$ cat config.mk
export PLATFORM = sky130hd
export DESIGN_NAME = pid_controller_step_top_flat
export DESIGN_NICKNAME = d
export VERILOG_FILES = /design/src/hw/rtl/pidc_pkg.sv /design/src/hw/rtl/pidc_stream_if.sv /design/src/hw/rtl/pid_controller_step_top.sv /design/src/hw/rtl/pidc_cfg.sv /design/src/hw/rtl/pidc_mdu.sv /design/src/flat_wrapper.sv
export SDC_FILE = /design/constraint.sdc
export NUM_CORES = 2
export LEC_CHECK = 0
export BUFFER_PORTS_ARGS = -buffer_cell sky130_fd_sc_hd__buf_2
export CELL_PAD_IN_SITES_DETAIL_PLACEMENT = 2
export CELL_PAD_IN_SITES_GLOBAL_PLACEMENT = 2
export CORE_MARGIN = 10
export CORE_UTILIZATION = 42
export DETAILED_ROUTE_END_ITERATION = 8
export HOLD_SLACK_MARGIN = 0.12
export PLACE_DENSITY_LB_ADDON = 0.1
export RECOVER_POWER = 25
export SLEW_MARGIN = 15
export SYNTH_ARGS = -nofsm -noshare
export SYNTH_HDL_FRONTEND = slang
export SYNTH_HIERARCHICAL = 1
export SYNTH_SLANG_ARGS = --single-unit
$ cat constraint.sdc
create_clock -name clk -period 10.5 [get_ports clk]
set_input_delay 1.05 -clock clk [delete_from_list [all_inputs] [get_ports clk]]
set_output_delay 1.05 -clock clk [all_outputs]
set_load 0.1 [all_outputs]
$ cat src/hw/rtl/pidc_pkg.sv
// Shared types and constants of the PID step block.
package pidc_pkg;

  // Configuration port index width and register map
  localparam int CFG_IDX_W = 3;

  typedef enum logic [CFG_IDX_W-1:0] {
    REG_KP     = 3'd0,
    REG_KI     = 3'd1,
    REG_KD     = 3'd2,
    REG_PERIOD = 3'd3,
    REG_FLOOR  = 3'd4,
    REG_CEIL   = 3'd5
  } pidc_reg_t;

  // Multiplier digit: bits of the second operand consumed per cycle
  localparam int MUL_DIGIT = 16;

  // Operations of the shared multiply/divide unit
  typedef enum logic {
    OP_MUL = 1'b0,
    OP_DIV = 1'b1
  } pidc_op_t;

  typedef struct packed {
    logic     start;
    pidc_op_t op;
  } pidc_cmd_t;

endpackage

$ cat src/hw/rtl/pidc_stream_if.sv
// Valid/ready channel interfaces for the PID step block.
interface pidc_in_if #(
  parameter int DATA_WIDTH = 32
);
  logic                         valid;
  logic                         ready;
  logic signed [DATA_WIDTH-1:0] target_value;
  logic signed [DATA_WIDTH-1:0] measured_value;

  modport source (output valid, output target_value, output measured_value, input ready);
  modport sink   (input valid, input target_value, input measured_value, output ready);
endinterface

interface pidc_out_if #(
  parameter int DATA_WIDTH = 32
);
  logic                         valid;
  logic                         ready;
  logic signed [DATA_WIDTH-1:0] drive_value;

  modport source (output valid, output drive_value, input ready);
  modport sink   (input valid, input drive_value, output ready);
endinterface

$ cat src/hw/rtl/pid_controller_step_top.sv
// PID step block: sequencer and datapath around one shared multiply/divide unit.
//
// One item (setpoint, measurement) gives one drive value. The block works on
// one item at a time: in_ch.ready is high only while the sequencer is idle.
// The work is done by the shared unit: four digit-serial multiplies with
// 16-bit digits (P, Ki*T, integrator increment, Kd*(e - e_prev)) and a
// one-bit-per-cycle restoring divide by the sample period, skipped when the
// derivative quotient is zero or saturates. A finished result waits in an
// output register, so the next item is taken while it is pending.
// Configuration writes take effect at once and belong in idle periods.
// Integrator and previous error clear on reset.
module pid_controller_step_top
  import pidc_pkg::*;
#(
  parameter int DATA_WIDTH = 32,
  parameter int FRAC_BITS  = 16
) (
  input  logic                  clk,
  input  logic                  rst_n,
  pidc_in_if.sink               in_ch,
  pidc_out_if.source            out_ch,
  input  logic                  cfg_we,
  input  logic [CFG_IDX_W-1:0]  cfg_index,
  input  logic [DATA_WIDTH-1:0] cfg_data
);

  localparam int W = DATA_WIDTH;
  localparam int F = FRAC_BITS;

  localparam logic [W-1:0] MIN_V = {1'b1, {(W-1){1'b0}}};
  localparam logic [W-1:0] MAX_V = {1'b0, {(W-1){1'b1}}};

  typedef enum logic [11:0] {
    S_IDLE = 12'b0000_0000_0001,
    S_PREP = 12'b0000_0000_0010,
    S_LOAD = 12'b0000_0000_0100,
    S_MUL  = 12'b0000_0000_1000,
    S_DCHK = 12'b0000_0001_0000,
    S_DIV  = 12'b0000_0010_0000,
    S_RND  = 12'b0000_0100_0000,
    S_SAT  = 12'b0000_1000_0000,
    S_INTA = 12'b0001_0000_0000,
    S_INTB = 12'b0010_0000_0000,
    S_SUM  = 12'b0100_0000_0000,
    S_CLMP = 12'b1000_0000_0000
  } state_t;

  typedef enum logic [1:0] {
    TERM_P   = 2'd0,
    TERM_KT  = 2'd1,
    TERM_INC = 2'd2,
    TERM_D   = 2'd3
  } term_t;

  // Configuration registers
  logic signed [W-1:0] kp, ki, kd, flo, fhi;
  logic [W-2:0]        tper;

  pidc_cfg #(
    .DATA_WIDTH (W),
    .FRAC_BITS  (F)
  ) u_cfg (
    .clk  (clk),
    .rst_n(rst_n),
    .we   (cfg_we),
    .idx  (cfg_index),
    .data (cfg_data),
    .kp   (kp),
    .ki   (ki),
    .kd   (kd),
    .tper (tper),
    .flo  (flo),
    .fhi  (fhi)
  );

  // Sequencer and datapath registers
  state_t              state_r, state_nxt;
  term_t               term_r, term_nxt;
  logic signed [W-1:0] e_r, e_nxt;
  logic signed [W-1:0] le_r, le_nxt;
  logic signed [W:0]   es_r, es_nxt;
  logic signed [W:0]   ed_r, ed_nxt;
  logic                neg_r, neg_nxt;
  logic [2*W-1:0]      q_r, q_nxt;
  logic signed [W-1:0] p_r, p_nxt;
  logic signed [W-1:0] kt_r, kt_nxt;
  logic signed [W-1:0] inc_r, inc_nxt;
  logic signed [W-1:0] d_r, d_nxt;
  logic signed [W-1:0] integ_r, integ_nxt;
  logic signed [W:0]   isum_r, isum_nxt;
  logic signed [W+1:0] sum_r, sum_nxt;
  logic [W-1:0]        out_data_r, out_data_nxt;
  logic                out_valid_r, out_valid_nxt;

  // Shared unit
  pidc_cmd_t      mdu_cmd;
  logic [W:0]     a_mag;
  logic [W-1:0]   b_mag;
  logic [2*W-1:0] prod;
  logic           mdu_done;

  pidc_mdu #(
    .DATA_WIDTH (W)
  ) u_mdu (
    .clk   (clk),
    .rst_n (rst_n),
    .cmd   (mdu_cmd),
    .a_in  (a_mag),
    .b_in  (b_mag),
    .dvs_in(tper),
    .prod  (prod),
    .done  (mdu_done)
  );

  // Error of the incoming item, saturated
  logic [W:0]   diff_in;
  logic [W-1:0] e_in;
  assign diff_in = {in_ch.target_value[W-1], in_ch.target_value}
                 - {in_ch.measured_value[W-1], in_ch.measured_value};
  assign e_in = (diff_in[W] != diff_in[W-1]) ? (diff_in[W] ? MIN_V : MAX_V)
                                             : diff_in[W-1:0];

  // Operand selection per term, then magnitudes and product sign
  logic [W:0]   a_sgn;
  logic [W-1:0] b_sgn;
  logic         neg_sel;

  always_comb begin
    unique case (term_r)
      TERM_P: begin
        a_sgn = {e_r[W-1], e_r};
        b_sgn = kp;
      end
      TERM_KT: begin
        a_sgn = {2'b00, tper};
        b_sgn = ki;
      end
      TERM_INC: begin
        a_sgn = es_r;
        b_sgn = kt_r;
      end
      TERM_D: begin
        a_sgn = ed_r;
        b_sgn = kd;
      end
      default: begin
        a_sgn = '0;
        b_sgn = '0;
      end
    endcase
  end

  assign a_mag   = a_sgn[W] ? (~a_sgn + (W+1)'(1)) : a_sgn;
  assign b_mag   = b_sgn[W-1] ? (~b_sgn + W'(1)) : b_sgn;
  assign neg_sel = a_sgn[W] ^ b_sgn[W-1];

  // Quotient checks before dividing: zero dividend, quotient of 2^W or more
  logic prod_zero, hi_ovf;
  assign prod_zero = (prod == '0);
  assign hi_ovf    = (prod[2*W-1:W] >= {1'b0, tper});

  // Scale and round toward minus infinity (magnitude plus one when negative and inexact)
  logic [2*W-1:0] qv, rnd_val;
  logic           inexact;

  always_comb begin
    unique case (term_r)
      TERM_D: begin
        qv      = (2*W)'(prod[W-1:0]);
        inexact = |prod[2*W-1:W];
      end
      TERM_INC: begin
        qv      = prod >> (F + 1);
        inexact = |prod[F:0];
      end
      default: begin
        qv      = prod >> F;
        inexact = |prod[F-1:0];
      end
    endcase
  end

  assign rnd_val = qv + (2*W)'(neg_r & inexact);

  // Saturate the signed result to W bits
  logic         pos_ovf, neg_ovf;
  logic [W-1:0] neg_q, sat_res;
  assign pos_ovf = |q_r[2*W-1:W-1];
  assign neg_ovf = (|q_r[2*W-1:W]) || (q_r[W-1] && (|q_r[W-2:0]));
  assign neg_q   = ~q_r[W-1:0] + W'(1);
  assign sat_res = neg_r ? (neg_ovf ? MIN_V : neg_q)
                         : (pos_ovf ? MAX_V : q_r[W-1:0]);

  // Clamp to output limits, shared by integrator and output
  logic signed [W+1:0] clamp_in, hi_x, lo_x;
  logic [W-1:0]        clamp_res;
  assign hi_x      = {{2{fhi[W-1]}}, fhi};
  assign lo_x      = {{2{flo[W-1]}}, flo};
  assign clamp_in  = (state_r == S_INTB) ? {isum_r[W], isum_r} : sum_r;
  assign clamp_res = (clamp_in > hi_x) ? fhi :
                     (clamp_in < lo_x) ? flo : clamp_in[W-1:0];

  // Sequencer
  always_comb begin
    state_nxt     = state_r;
    term_nxt      = term_r;
    e_nxt         = e_r;
    le_nxt        = le_r;
    es_nxt        = es_r;
    ed_nxt        = ed_r;
    neg_nxt       = neg_r;
    q_nxt         = q_r;
    p_nxt         = p_r;
    kt_nxt        = kt_r;
    inc_nxt       = inc_r;
    d_nxt         = d_r;
    integ_nxt     = integ_r;
    isum_nxt      = isum_r;
    sum_nxt       = sum_r;
    out_data_nxt  = out_data_r;
    out_valid_nxt = out_valid_r;
    mdu_cmd       = '{start: 1'b0, op: OP_MUL};

    if (out_valid_r && out_ch.ready) begin
      out_valid_nxt = 1'b0;
    end

    unique case (state_r)
      S_IDLE: begin
        if (in_ch.valid) begin
          e_nxt     = e_in;
          state_nxt = S_PREP;
        end
      end
      S_PREP: begin
        es_nxt    = {e_r[W-1], e_r} + {le_r[W-1], le_r};
        ed_nxt    = {e_r[W-1], e_r} - {le_r[W-1], le_r};
        le_nxt    = e_r;
        term_nxt  = TERM_P;
        state_nxt = S_LOAD;
      end
      S_LOAD: begin
        mdu_cmd   = '{start: 1'b1, op: OP_MUL};
        neg_nxt   = neg_sel;
        state_nxt = S_MUL;
      end
      S_MUL: begin
        if (mdu_done) begin
          state_nxt = (term_r == TERM_D) ? S_DCHK : S_RND;
        end
      end
      S_DCHK: begin
        priority if (prod_zero) begin
          q_nxt     = '0;
          state_nxt = S_SAT;
        end else if (hi_ovf) begin
          q_nxt     = '1;
          state_nxt = S_SAT;
        end else begin
          mdu_cmd   = '{start: 1'b1, op: OP_DIV};
          state_nxt = S_DIV;
        end
      end
      S_DIV: begin
        if (mdu_done) begin
          state_nxt = S_RND;
        end
      end
      S_RND: begin
        q_nxt     = rnd_val;
        state_nxt = S_SAT;
      end
      S_SAT: begin
        unique case (term_r)
          TERM_P: begin
            p_nxt     = sat_res;
            term_nxt  = TERM_KT;
            state_nxt = S_LOAD;
          end
          TERM_KT: begin
            kt_nxt    = sat_res;
            term_nxt  = TERM_INC;
            state_nxt = S_LOAD;
          end
          TERM_INC: begin
            inc_nxt   = sat_res;
            state_nxt = S_INTA;
          end
          TERM_D: begin
            d_nxt     = sat_res;
            state_nxt = S_SUM;
          end
          default: state_nxt = S_IDLE;
        endcase
      end
      S_INTA: begin
        isum_nxt  = {integ_r[W-1], integ_r} + {inc_r[W-1], inc_r};
        state_nxt = S_INTB;
      end
      S_INTB: begin
        integ_nxt = clamp_res;
        term_nxt  = TERM_D;
        state_nxt = S_LOAD;
      end
      S_SUM: begin
        sum_nxt   = {{2{p_r[W-1]}}, p_r} + {{2{integ_r[W-1]}}, integ_r}
                  + {{2{d_r[W-1]}}, d_r};
        state_nxt = S_CLMP;
      end
      S_CLMP: begin
        // hold here while the previous result is still waiting
        if (!out_valid_r || out_ch.ready) begin
          out_data_nxt  = clamp_res;
          out_valid_nxt = 1'b1;
          term_nxt      = TERM_P;
          state_nxt     = S_IDLE;
        end
      end
      default: state_nxt = S_IDLE;
    endcase
  end

  // Control and controller state
  always_ff @(posedge clk) begin
    if (!rst_n) begin
      state_r     <= S_IDLE;
      term_r      <= TERM_P;
      le_r        <= '0;
      integ_r     <= '0;
      out_valid_r <= 1'b0;
    end else begin
      state_r     <= state_nxt;
      term_r      <= term_nxt;
      le_r        <= le_nxt;
      integ_r     <= integ_nxt;
      out_valid_r <= out_valid_nxt;
    end
  end

  // Working values
  always_ff @(posedge clk) begin
    e_r        <= e_nxt;
    es_r       <= es_nxt;
    ed_r       <= ed_nxt;
    neg_r      <= neg_nxt;
    q_r        <= q_nxt;
    p_r        <= p_nxt;
    kt_r       <= kt_nxt;
    inc_r      <= inc_nxt;
    d_r        <= d_nxt;
    isum_r     <= isum_nxt;
    sum_r      <= sum_nxt;
    out_data_r <= out_data_nxt;
  end

  assign in_ch.ready        = (state_r == S_IDLE);
  assign out_ch.valid       = out_valid_r;
  assign out_ch.drive_value = out_data_r;

endmodule

$ cat src/hw/rtl/pidc_cfg.sv
// Configuration registers: gains, sample period and output limits.
module pidc_cfg
  import pidc_pkg::*;
#(
  parameter int DATA_WIDTH = 32,
  parameter int FRAC_BITS  = 16
) (
  input  logic                         clk,
  input  logic                         rst_n,
  input  logic                         we,
  input  logic [CFG_IDX_W-1:0]         idx,
  input  logic [DATA_WIDTH-1:0]        data,
  output logic signed [DATA_WIDTH-1:0] kp,
  output logic signed [DATA_WIDTH-1:0] ki,
  output logic signed [DATA_WIDTH-1:0] kd,
  output logic [DATA_WIDTH-2:0]        tper,
  output logic signed [DATA_WIDTH-1:0] flo,
  output logic signed [DATA_WIDTH-1:0] fhi
);

  localparam int W = DATA_WIDTH;

  // Reset values: period 1.0, limits at the full signed range
  localparam logic [W-2:0] TP_RST  = {{(W-2){1'b0}}, 1'b1} << FRAC_BITS;
  localparam logic [W-1:0] MIN_RST = {1'b1, {(W-1){1'b0}}};
  localparam logic [W-1:0] MAX_RST = {1'b0, {(W-1){1'b1}}};

  logic [W-1:0] kp_r, ki_r, kd_r, flo_r, fhi_r;
  logic [W-1:0] kp_nxt, ki_nxt, kd_nxt, flo_nxt, fhi_nxt;
  logic [W-2:0] tp_r, tp_nxt;

  // Write decode; unknown indexes are dropped
  always_comb begin
    kp_nxt  = kp_r;
    ki_nxt  = ki_r;
    kd_nxt  = kd_r;
    tp_nxt  = tp_r;
    flo_nxt = flo_r;
    fhi_nxt = fhi_r;
    if (we) begin
      unique case (idx)
        REG_KP:     kp_nxt  = data;
        REG_KI:     ki_nxt  = data;
        REG_KD:     kd_nxt  = data;
        REG_PERIOD: tp_nxt  = data[W-2:0];
        REG_FLOOR:  flo_nxt = data;
        REG_CEIL:   fhi_nxt = data;
        default: ;
      endcase
    end
  end

  always_ff @(posedge clk) begin
    if (!rst_n) begin
      kp_r  <= '0;
      ki_r  <= '0;
      kd_r  <= '0;
      tp_r  <= TP_RST;
      flo_r <= MIN_RST;
      fhi_r <= MAX_RST;
    end else begin
      kp_r  <= kp_nxt;
      ki_r  <= ki_nxt;
      kd_r  <= kd_nxt;
      tp_r  <= tp_nxt;
      flo_r <= flo_nxt;
      fhi_r <= fhi_nxt;
    end
  end

  assign kp   = kp_r;
  assign ki   = ki_r;
  assign kd   = kd_r;
  assign tper = tp_r;
  assign flo  = flo_r;
  assign fhi  = fhi_r;

endmodule

$ cat src/hw/rtl/pidc_mdu.sv
// Shared multiply/divide unit: digit-serial multiply, restoring divide.
module pidc_mdu
  import pidc_pkg::*;
#(
  parameter int DATA_WIDTH = 32
) (
  input  logic                      clk,
  input  logic                      rst_n,
  input  pidc_cmd_t                 cmd,
  input  logic [DATA_WIDTH:0]       a_in,
  input  logic [DATA_WIDTH-1:0]     b_in,
  input  logic [DATA_WIDTH-2:0]     dvs_in,
  output logic [2*DATA_WIDTH-1:0]   prod,
  output logic                      done
);

  localparam int W   = DATA_WIDTH;
  localparam int DIG = MUL_DIGIT;
  localparam int ND  = (W + DIG - 1) / DIG;
  localparam int BP  = ND * DIG;
  localparam int AW  = W + 1 + BP;
  localparam int CW  = $clog2(W + 1);

  logic [AW-1:0] acc_r, acc_nxt;
  logic [W:0]    a_r, a_nxt;
  logic [BP-1:0] b_r, b_nxt;
  logic [W-2:0]  dv_r, dv_nxt;
  logic [CW-1:0] cnt_r, cnt_nxt;
  pidc_op_t      op_r, op_nxt;
  logic          busy_r, busy_nxt;
  logic          done_r, done_nxt;

  // Multiply step: shift accumulator one digit, add operand times top digit
  logic [W+DIG:0] mp;
  logic [AW-1:0]  mul_acc;
  assign mp      = a_r * b_r[BP-1 -: DIG];
  assign mul_acc = {acc_r[AW-DIG-1:0], {DIG{1'b0}}} + AW'(mp);

  // Divide step: remainder in the upper half, quotient shifts into the lower
  logic [W:0]    dtry, dv_ext, dsub;
  logic          ge;
  logic [W-1:0]  rem_new;
  logic [AW-1:0] div_acc;
  assign dtry    = {acc_r[2*W-1:W], acc_r[W-1]};
  assign dv_ext  = {2'b00, dv_r};
  assign ge      = (dtry >= dv_ext);
  assign dsub    = dtry - dv_ext;
  assign rem_new = ge ? dsub[W-1:0] : dtry[W-1:0];
  assign div_acc = AW'({rem_new, acc_r[W-2:0], ge});

  // Sequencing of the unit
  always_comb begin
    acc_nxt  = acc_r;
    a_nxt    = a_r;
    b_nxt    = b_r;
    dv_nxt   = dv_r;
    cnt_nxt  = cnt_r;
    op_nxt   = op_r;
    busy_nxt = busy_r;
    done_nxt = 1'b0;
    if (cmd.start) begin
      op_nxt   = cmd.op;
      busy_nxt = 1'b1;
      if (cmd.op == OP_MUL) begin
        acc_nxt = '0;
        a_nxt   = a_in;
        b_nxt   = BP'(b_in);
        cnt_nxt = CW'(ND);
      end else begin
        dv_nxt  = dvs_in;
        cnt_nxt = CW'(W);
      end
    end else if (busy_r) begin
      unique case (op_r)
        OP_MUL: begin
          acc_nxt = mul_acc;
          b_nxt   = b_r << DIG;
        end
        OP_DIV: acc_nxt = div_acc;
        default: ;
      endcase
      cnt_nxt = cnt_r - CW'(1);
      if (cnt_r == CW'(1)) begin
        busy_nxt = 1'b0;
        done_nxt = 1'b1;
      end
    end
  end

  always_ff @(posedge clk) begin
    if (!rst_n) begin
      busy_r <= 1'b0;
      done_r <= 1'b0;
      cnt_r  <= '0;
      op_r   <= OP_MUL;
    end else begin
      busy_r <= busy_nxt;
      done_r <= done_nxt;
      cnt_r  <= cnt_nxt;
      op_r   <= op_nxt;
    end
  end

  // Operand and accumulator storage
  always_ff @(posedge clk) begin
    acc_r <= acc_nxt;
    a_r   <= a_nxt;
    b_r   <= b_nxt;
    dv_r  <= dv_nxt;
  end

  assign prod = acc_r[2*W-1:0];
  assign done = done_r;

endmodule

$ cat src/flat_wrapper.sv
// flat-port wrapper written by rule: the top's interface ports become plain ports
module pid_controller_step_top_flat import pidc_pkg::*;
#(
  parameter int DATA_WIDTH = 32,
  parameter int FRAC_BITS  = 16
)
  (clk, rst_n, cfg_we, cfg_index, cfg_data, in_ch_valid, in_ch_target_value, in_ch_measured_value, in_ch_ready, out_ch_valid, out_ch_drive_value, out_ch_ready);
  pidc_in_if #(.DATA_WIDTH(DATA_WIDTH)) in_ch_i ();
  pidc_out_if #(.DATA_WIDTH(DATA_WIDTH)) out_ch_i ();
  input  logic clk;
  input  logic rst_n;
  input  logic cfg_we;
  input  logic [CFG_IDX_W-1:0] cfg_index;
  input  logic [DATA_WIDTH-1:0] cfg_data;
  input wire logic [$bits(in_ch_i.valid)-1:0] in_ch_valid;
  input wire logic [$bits(in_ch_i.target_value)-1:0] in_ch_target_value;
  input wire logic [$bits(in_ch_i.measured_value)-1:0] in_ch_measured_value;
  output wire logic [$bits(in_ch_i.ready)-1:0] in_ch_ready;
  output wire logic [$bits(out_ch_i.valid)-1:0] out_ch_valid;
  output wire logic [$bits(out_ch_i.drive_value)-1:0] out_ch_drive_value;
  input wire logic [$bits(out_ch_i.ready)-1:0] out_ch_ready;
  assign in_ch_i.valid = in_ch_valid;
  assign in_ch_i.target_value = in_ch_target_value;
  assign in_ch_i.measured_value = in_ch_measured_value;
  assign in_ch_ready = in_ch_i.ready;
  assign out_ch_valid = out_ch_i.valid;
  assign out_ch_drive_value = out_ch_i.drive_value;
  assign out_ch_i.ready = out_ch_ready;
  pid_controller_step_top #(.DATA_WIDTH(DATA_WIDTH), .FRAC_BITS(FRAC_BITS)) u_core (.clk(clk), .rst_n(rst_n), .in_ch(in_ch_i), .out_ch(out_ch_i), .cfg_we(cfg_we), .cfg_index(cfg_index), .cfg_data(cfg_data));
endmodule
==> summary.txt <==
status: complete, but fails checks
failing checks: capacitance limit, slew limit
Die Y: 420 µm
Tmin final: 8190 ps
number of synthesized flops with an enable pin: 535
final count of pins violating max slew: 436
most frequent cells after synthesis: 918 x inv_1, 903 x nand2_1, 535 x edfxtp_1
via count: 53,100
final wirelength: 241,000 µm
Sequential Power Share: 0.379
Synth Area in Adders: 0.230
Max Cap Violations: 10
hold_buf cts: 0
first-pass GRT wire length: 370,000 µm
Fill cells: 16,900
postcts setup bufs: 0
total track usage: 0.270
simple-gate portion of the synthesized area: 0.150
part of the cycle the worst path needs: 0.780
critical path peak fanout: 146
setup TNS: 0 ps
largest net degree at the start of global routing: 147
Initial Util: 0.424
CTS tree: yes
number of stages on the worst setup path: 4
CP Launch Type: input port
DRC viols: 0
RSZ-0062 raised after global routing: no
flops & latches, synth: 814
Layout Area Growth over Synthesis: 9.14%
finished layout cell area: 73,500 µm²
Internal: 0.00651 W
Core ar.: 159,000 µm²
antenna violations before repair: 12
die width: 420 µm
kind of cell adding the most delay to the critical path: buffers and inverters
Worst-Skew Late Latency: 760 ps
CP max-delay cell: clkbuf_1
fmax: 0.122 GHz
hold depth: 2
total congestion overflow: 0
Post-DP HPWL: 186,000 µm
XOR/XNOR Fraction of Synth Area: 0.0415
Main synth FF type: edfxtp_1
crit path DAT: 8830 ps
Net Switching: 0.00303 W
Switching Share: 0.318
Final Hold Fails: 0
CTS Buffer Depth: 3
Area contributors post-synth: edfxtp_1 24%, fa_1 15%, dfxtp_1 8.3%
Compound-Gate Fraction of Synth Area: 0.113
Tightest Pin Transition: 7290 ps
count leader, synth: inv_1
required time worst endpoint: 11,140 ps
Synth async-reset ratio: 0
FF-to-FF path depth: 20
largest family of logic cells by synthesized area: adder cells
relative slew slack: -3.86
row count: 146
Max IR drop VDD: 153 µV
number of I/O pins: 138
DRT antenna net count: 0
drt initial violations: 3,342
multi-input logic area: 40,900 µm²
GP Congestion: 0.910
share of the synthesized area in the top cell type: 0.239
Distinct cells, synth: 103
Setup crit end kind: flop
share of total power in the clock network: 0.391
IO buf count: 137
vias in the first global route: 59,600
share of cells above drive strength 1: 0.0746
drt pass-1 iters: 6
WL/cell: 26.3 µm
nets@finish: 8,054
Worst Hold Class: reg -> reg
post-synth top area cell: edfxtp_1
CTS Buf Count: 99
syn avg cell area: 9.62 µm²
Syn Inst Count: 6,999
WS Path Type: in -> reg
clock-pin slew on the worst setup and hold paths: 60 ps
logic gate share of total power: 0.231
root buffer cell: clkbuf_16
CP Buf/Inv Count: 2
Leak Pwr: 31.0 nW
Layout Skew: 73.1 ps
crit-path max cell delay: 5050 ps
Post-CTS Resized: 0
Sink Count: 814
vias per inst: 5.79
Post-DP Area: 70,000 µm²
register area share after synthesis: 0.322
CP Cell Sequence: clkbuf_8 -> clkbuf_1 -> nand2_1 -> mux2i_1
post-synthesis mux area share: 0.0715
Ys Warns: 6
syn_nets: 8,039
Die ar.: 177,000 µm²
Max H-tree Level: 3
Power per Cell Area: 130 nW/µm²
Mapped Area: 67,300 µm²
final setup vio count: 0
register area: 21,700 µm²
## worst reg2reg max path, stage by stage, from the launching register on
cell	delay [ps]
edfxtp_1	950
nand2_1	240
fa_1	570
fa_1	530
fa_1	520
inv_1	60
fa_1	530
fa_1	530
inv_1	60
fa_1	490
inv_1	50
ha_1	410
nand4_1	230
nor2_1	190
nor4b_1	520
o21ai_1	250
a21oi_1	500
o211ai_1	430
a211oi_1	520
xnor2_1	210
o211ai_1	120
## power groups by stage
| stage | combinational (W) | clock (W) | sequential (W) |
|---|---|---|---|
| floorplan | 0.00149 | 0 | 0.00363 |
| global placement | 0.00208 | 0 | 0.00367 |
| detailed placement | 0.00216 | 0 | 0.00368 |
| CTS | 0.00219 | 0.00380 | 0.00361 |
| global route | 0.00243 | 0.00393 | 0.00362 |
| finish | 0.00220 | 0.00373 | 0.00361 |
## cells in the final DEF (no fill, tap or decap), types with 24 or more instances in the layout
cell / synthesis / routed
o22ai_1: 52 / 52
a21o_1: 129 / 129
buf_2: 32 / 104
a211oi_1: 36 / 35
fa_1: 503 / 503
xor2_1: 111 / 111
or3_1: 43 / 43
o21ai_0: 221 / 220
mux2i_1: 294 / 292
mux2_2: 38 / 38
nor2b_1: 113 / 113
and2_1: 250 / 249
nor2_1: 337 / 332
o21bai_1: 37 / 37
o21a_1: 26 / 26
and3_1: 37 / 36
nor4_1: 42 / 41
o31ai_1: 24 / 24
a21oi_1: 420 / 420
nand3_1: 70 / 70
nand2b_1: 55 / 55
o211ai_1: 32 / 32
edfxtp_1: 535 / 535
xnor2_1: 208 / 208
nand4_1: 45 / 45
dfxtp_1: 279 / 277
a22oi_1: 29 / 28
ha_1: 433 / 433
mux4_2: 61 / 61
clkbuf_16: 0 / 100
nor3_1: 65 / 63
or2_2: 27 / 25
buf_4: 14 / 76
clkbuf_1: 237 / 62
inv_1: 918 / 918
a31oi_1: 43 / 43
nand2_1: 903 / 903
## layer usage
layer | vias up | global-route usage | part of all wire
met5 | - | 0.000820 | 0
met4 | 0 | 0.0700 | 0.026
met3 | 341 | 0.0309 | 0.044
met2 | 1197 | 0.462 | 0.49
met1 | 27900 | 0.363 | 0.44
li1 | 23700 | - | -
## sequential cells by signal (all words and copies together), names as in the netlist, 33 cells and up
signal	flops
u_core/es_r	33
u_core/u_mdu/a_r	33
u_core/sum_r	34
u_core/q_r	50
u_core/isum_r	33
u_core/u_mdu/acc_r	64
## final timing paths
path | from | endpoint | slack, ps
worst max-delay path | rst_n | u_core/u_cfg/ki[26]$_SDFFE_PN0P_ | 2310
worst min register to register | u_core/u_cfg/kd[21]$_SDFFE_PN0P_ | u_core/u_cfg/kd[21]$_SDFFE_PN0P_ | 460
worst max register to register | u_core/u_mdu/a_r[14]$_DFFE_PP_ | u_core/u_mdu/acc_r[62]$_SDFFCE_PP0P_ | 2320
worst min-delay path | u_core/u_cfg/kd[21]$_SDFFE_PN0P_ | u_core/u_cfg/kd[21]$_SDFFE_PN0P_ | 460
## cells by family (layout without fill, tap and decap cells)
| family | count (synthesis) | count (layout) |
|---|---|---|
| simple gates | 2088 | 2088 |
| buf+inv | 1233 | 1335 |
| compound gates | 1210 | 1210 |
| fa+ha+maj | 936 | 936 |
| flops | 814 | 814 |
| mux | 399 | 399 |
| xor+xnor | 319 | 319 |
| other cells | 0 | 4 |
## cell type report
| class | instances | share of cell area |
|---|---|---|
| clock inverters | 61 | 0.0112 |
| inverters | 920 | 0.0470 |
| multi-input cells | 4952 | 0.557 |
| clock buffers | 127 | 0.0368 |
| well taps | 2072 | 0.0353 |
| repair buffers | 227 | 0.0175 |
| diodes | 4 | 0.000136 |
| flip-flops and latches | 814 | 0.295 |
## metrics by stage
step,power (W),utilization,setup WS (ps),hold slack (ps),instances
floorplan,0.00513,-,1260,431,6999
global placement,0.00576,0.441,2700,439,8984
detailed placement,0.00584,0.441,2510,454,8984
CTS,0.00960,0.463,2390,463,9172
global route,0.00998,0.462,1590,482,9175
finish,0.00953,0.462,2310,461,9177
Note: power is estimated with default switching activity, not from simulation.
